**src/hw/rtl/assert_macros.svh**
```systemverilog
// assertion helpers shared by the rtl
`ifndef ASSERT_MACROS_SVH
`define ASSERT_MACROS_SVH

// same-cycle implication, disabled during reset
`define ASSERT_IMPL(name, clk, rst, ante, cons, msg) \
  name: assert property (@(posedge clk) disable iff (rst) (ante) |-> (cons)) \
    else $error(msg);

// next-cycle implication, disabled during reset
`define ASSERT_NEXT(name, clk, rst, ante, cons, msg) \
  name: assert property (@(posedge clk) disable iff (rst) (ante) |=> (cons)) \
    else $error(msg);

`endif

```
**src/hw/rtl/dsa_pkg.sv**
```systemverilog
`timescale 1ns / 1ps
package dsa_pkg;

  // fixed field widths
  localparam int ADDR_W    = 48;
  localparam int STRIDE_W  = 13;
  localparam int CAP_W     = 11;
  localparam int STATUS_W  = 3;
  localparam int OP_W      = 2;
  localparam int CFG_IDX_W = 3;

  // build defaults
  localparam int DEF_SLOT_DEPTH  = 1024;
  localparam int DEF_FRAME_COUNT = 3;

  // register reset values
  localparam logic [CAP_W-1:0]    RST_CAPACITY = CAP_W'(1024);
  localparam logic [STRIDE_W-1:0] RST_STRIDE   = STRIDE_W'(32);

  typedef enum logic [OP_W-1:0] {
    OP_ALLOC   = 2'd0,
    OP_FREE    = 2'd1,
    OP_RELEASE = 2'd2,
    OP_INIT    = 2'd3
  } op_t;

  typedef enum logic [STATUS_W-1:0] {
    ST_OK   = 3'd0,
    ST_FULL = 3'd1,
    ST_NONE = 3'd2,
    ST_BAD  = 3'd3,
    ST_NULL = 3'd4
  } status_t;

  typedef enum logic [CFG_IDX_W-1:0] {
    REG_CAPACITY = 3'd0,
    REG_SHADER   = 3'd1,
    REG_STRIDE   = 3'd2,
    REG_CPU_BASE = 3'd3,
    REG_GPU_BASE = 3'd4
  } cfg_reg_t;

  // width of a frame number
  function automatic int frame_width(int n);
    return (n < 2) ? 1 : $clog2(n);
  endfunction

endpackage

```
**src/hw/rtl/dsa_divider.sv**
```systemverilog
`timescale 1ns / 1ps
module dsa_divider import dsa_pkg::*; #(
  parameter int QW = 11
) (
  input  logic                   clk,
  input  logic                   rst,
  input  logic                   start,
  input  logic [STRIDE_W+QW-1:0] dividend,
  input  logic [STRIDE_W-1:0]    divisor,
  output logic                   done,
  output logic [QW-1:0]          quotient,
  output logic                   rem_zero
);
  localparam int SW = $clog2(QW + 1);

  logic              running;
  logic [SW-1:0]     cnt;
  logic [STRIDE_W-1:0] rem;
  logic [QW-1:0]     low;
  logic [STRIDE_W-1:0] dsr;
  logic [STRIDE_W:0] trial;
  logic [STRIDE_W:0] sub;
  logic              ge;

  // one restoring step per cycle
  always_comb begin
    trial = {rem, low[QW-1]};
    sub   = trial - {1'b0, dsr};
    ge    = trial >= {1'b0, dsr};
  end

  // step control
  always_ff @(posedge clk) begin
    if (rst) begin
      running <= 1'b0;
      done    <= 1'b0;
      cnt     <= '0;
    end else begin
      done <= 1'b0;
      if (start) begin
        running <= 1'b1;
        cnt     <= SW'(QW);
      end else if (running) begin
        cnt <= cnt - 1'b1;
        if (cnt == SW'(1)) begin
          running <= 1'b0;
          done    <= 1'b1;
        end
      end
    end
  end

  // datapath, dividend high part is below the divisor
  always_ff @(posedge clk) begin
    if (start) begin
      rem <= dividend[STRIDE_W+QW-1:QW];
      low <= dividend[QW-1:0];
      dsr <= divisor;
    end else if (running) begin
      rem <= ge ? sub[STRIDE_W-1:0] : trial[STRIDE_W-1:0];
      low <= {low[QW-2:0], ge};
    end
  end

  assign quotient = low;
  assign rem_zero = (rem == '0);
endmodule

```
**config.mk**
```make
export PLATFORM = sky130hd
export DESIGN_NAME = dsa_divider
export DESIGN_NICKNAME = d
export VERILOG_FILES = /design/src/hw/rtl/assert_macros.svh /design/src/hw/rtl/dsa_pkg.sv /design/src/hw/rtl/dsa_divider.sv
export SDC_FILE = /design/constraint.sdc
export NUM_CORES = 1
export LEC_CHECK = 0
export CORE_MARGIN = 8
export CORE_UTILIZATION = 55
export CTS_CLUSTER_DIAMETER = 40
export DETAILED_ROUTE_END_ITERATION = 10
export DONT_BUFFER_PORTS = 1
export HOLD_SLACK_MARGIN = 0.03
export PLACE_DENSITY = 0.73
export RECOVER_POWER = 100
export SLEW_MARGIN = 10
export SYNTH_ARGS = -nofsm -noshare
export SYNTH_HDL_FRONTEND = slang
export SYNTH_SLANG_ARGS = --single-unit
export TNS_END_PERCENT = 10
```
**constraint.sdc**
```tcl
create_clock -name clk -period 5 [get_ports clk]
set_input_delay 1 -clock clk [delete_from_list [all_inputs] [get_ports clk]]
set_output_delay 1 -clock clk [all_outputs]
set_load 0.005 [all_outputs]
```
==> flow_summary.json <==
{
  "status": "finished, violations left",
  "violations": "max-capacitance violations, max-slew violations",
  "num_rows": 24,
  "post_cts_buffers": 0,
  "nets": 279,
  "insertion_delay_ps": 290,
  "cp_slowest_stage_delay_ps": 1410,
  "p_total_mw": 1.15,
  "ys.flop_type": "edfxtp_1",
  "io_buffers": 0,
  "cellPowerDensity_nw_per_um2": 443,
  "drtAntennaViolNets": 0,
  "grt_pass1_wl_mm": 8.46,
  "critPathTopFamily": "compound AO/OA/AOI/OAI gates",
  "num_vias": 1628,
  "die_y_um": 83.6,
  "syn_area_um2": 2510,
  "hold_viol_final": 0,
  "yosys.area.top_type": "edfxtp_1",
  "first_pass_iters": 5,
  "slew_headroom": -0.232,
  "crit_fanout": 22,
  "drt-initial-drc-count": 59,
  "synth_top_area_frac": 0.442,
  "diodes": 0,
  "combPwrFrac": 0.351,
  "antenna_found_initial": 0,
  "drv_cap": 2,
  "crit_path_cell_trace": "inv_1 -> ha_1 -> inv_1 -> fa_1 -> a21oi_1 -> o21ai_2 -> a211oi_1 -> o21ai_1 -> o311ai_0 -> o311ai_2",
  "netlist_instances": 224,
  "cts_root_buffer": "clkbuf_8",
  "clock.fmax_mhz": 275,
  "setup_tns_ps": 0,
  "p_seq_frac": 0.438,
  "slew_violations": 48,
  "synth.yosys.seq_area_share": 0.490,
  "finalCriticalPeriod_ps": 3640,
  "max-vdd-ir-drop_mv": 0.209,
  "cp.arrival_ps": 3740,
  "swShare": 0.333,
  "start_util": 0.574,
  "yosys_register_bits": 43,
  "grt_max_degree": 46,
  "worstSetupEndpointType": "flip-flop",
  "worstHoldPathType": "reg2reg",
  "power.internal_mw": 0.769,
  "finalClockSkew_ps": 3.89,
  "critPathSlowestCell": "o21ai_1",
  "dp_hpwl_mm": 3.71,
  "drcViolationCount": 0,
  "htreeDepth": 2,
  "ctsResizeCount": 0,
  "fin_crit_sh": 0.728,
  "power_frac_clock": 0.211,
  "die_w_um": 83.6,
  "overflow": 0,
  "worstPathRequired_ps": 5100,
  "p_leak_nw": 1.02,
  "io_pins": 53,
  "dieArea_um2": 6990,
  "crit_top_cell": "inv_1",
  "routabilityCongestion": 0.828,
  "path_class": "reg2reg",
  "grt_pass1_vias": 1763,
  "clockBufferDepth": 2,
  "gr-usage-all-layers": 0.147,
  "synthesis.nets": 280,
  "core_area_um2": 4380,
  "rsz0062_at_grt": "no",
  "synth_warnings": 0,
  "synth-edff-count": 37,
  "path_clk_slew_ps": 80,
  "setup_viol": 0,
  "cts_buffers": 5,
  "tightestPinTransition_ps": 1840,
  "area_growth_pct": 3.68,
  "worst-path-buf-inv": 2,
  "tritoncts": "yes",
  "drive_gt1_frac": 0.143,
  "fin_util": 0.595,
  "cts_hold_buffers": 0,
  "ys_top_cells_by_area": "edfxtp_1, ha_1, mux2_2",
  "finalWirelength_mm": 5.06,
  "routedWlPerCell_um": 18.3,
  "synth-async-reset-ratio": 0,
  "cts_sinks": 43,
  "cp-start-kind": "flip-flop",
  "via_per_inst": 5.90,
  "power.switching_mw": 0.385,
  "syn_avg_cell_area_um2": 11.2,
  "ys_types": 46
}
-- layout by cell type, fill, tap and decap left out, types with 3 or more instances in the layout --
master    netlist  final
mux2i_1         6      6
clkbuf_8        0      7
a211oi_1        2      3
nor4_1          3      3
o21ai_0         4      5
inv_1          24     24
a21oi_1        13     13
nor2_1         15     15
xnor2_1         8      8
dfxtp_1         6      6
nor3_1          5      5
edfxtp_1       37     37
nand2_1        18     18
nand3_1         7      7
mux2_2         11     11
xor2_1          5      5
ha_1           15     15
o311ai_0        0      4
-- worst paths after layout --
| kind | startpoint | endpoint | slack, ps | cells past startpoint |
|---|---|---|---|---|
| worst min register to register | cnt[1]$_SDFFE_PP0P_ | cnt[1]$_SDFFE_PP0P_ | 570 | 2 |
| worst min-delay path | cnt[1]$_SDFFE_PP0P_ | cnt[1]$_SDFFE_PP0P_ | 570 | 2 |
| worst max-delay path | quotient[10]$_DFFE_PP_ | rem[12]$_DFFE_PP_ | 1360 | 10 |
| worst max register to register | quotient[10]$_DFFE_PP_ | rem[12]$_DFFE_PP_ | 1360 | 10 |
-- power groups by stage --
stage,Combinational (mW),Clock (mW),Sequential (mW)
finish,0.405,0.244,0.506
global route,0.459,0.263,0.514
CTS,0.425,0.249,0.507
detailed placement,0.423,0,0.514
global placement,0.412,0,0.512
floorplan,0.376,0,0.496
-- sequential cells by signal (all words and copies together) (netlist names) --
register and flops:
running 1, quotient 11, done 1, dsr 13
cnt 4, rem 13
-- worst min-delay path, cell delays in order, from the launching register on --
cell     delay, ps
dfxtp_1        330
o21ai_0        140
a21oi_1         60
-- area by class of cell --
type,instances,area [um^2]
tap,52,65.1
clock buffer,7,96.3
fill,375,1780
multi-input combinational,149,1120
inverter,24,90.1
sequential,43,1230
clock inverter,1,7.51
-- cell families after synthesis --
logic type	after synthesis	synth area share
AO/OA/AOI/OAI	42	0.134
buffers and inverters	32	0.0537
XOR/XNOR	13	0.0453
multiplexers	17	0.0731
AND/OR/NAND/NOR	61	0.121
adder cells (fa/ha/maj)	16	0.0826
flip-flops	43	0.490
-- metrics by stage --
stage / instance area (um^2) / setup WS, ps / std cells / hold slack [ps]
2_1_floorplan: 2510 / 2560 / 224 / 521
3_3_place_gp: 2530 / 2090 / 268 / 537
3_5_place_dp: 2530 / 1990 / 268 / 555
4_1_cts: 2640 / 1980 / 276 / 567
5_1_grt: 2610 / 983 / 276 / 607
6_report: 2610 / 1360 / 276 / 566
-- layer usage --
metal | vias up | share of wire | track usage
li1 | 812 | - | -
met1 | 769 | 0.45 | 0.172
met2 | 40 | 0.46 | 0.235
met3 | 7 | 0.074 | 0.0547
met4 | 0 | 0.014 | 0.0581
met5 | - | 0 | 0
-- cell usage after synthesis, drive strengths merged, types with 4 or more instances --
cell type	instances
mux2i	6
clkbuf	4
nor2	15
dfxtp	6
mux2	11
nand3	9
nor3	5
buf	4
a21oi	14
inv	24
xor2	5
edfxtp	37
xnor2	8
nand2	19
o311ai	6
ha	15
o21ai	8
No activity file was read; power rests on OpenSTA's default activity.
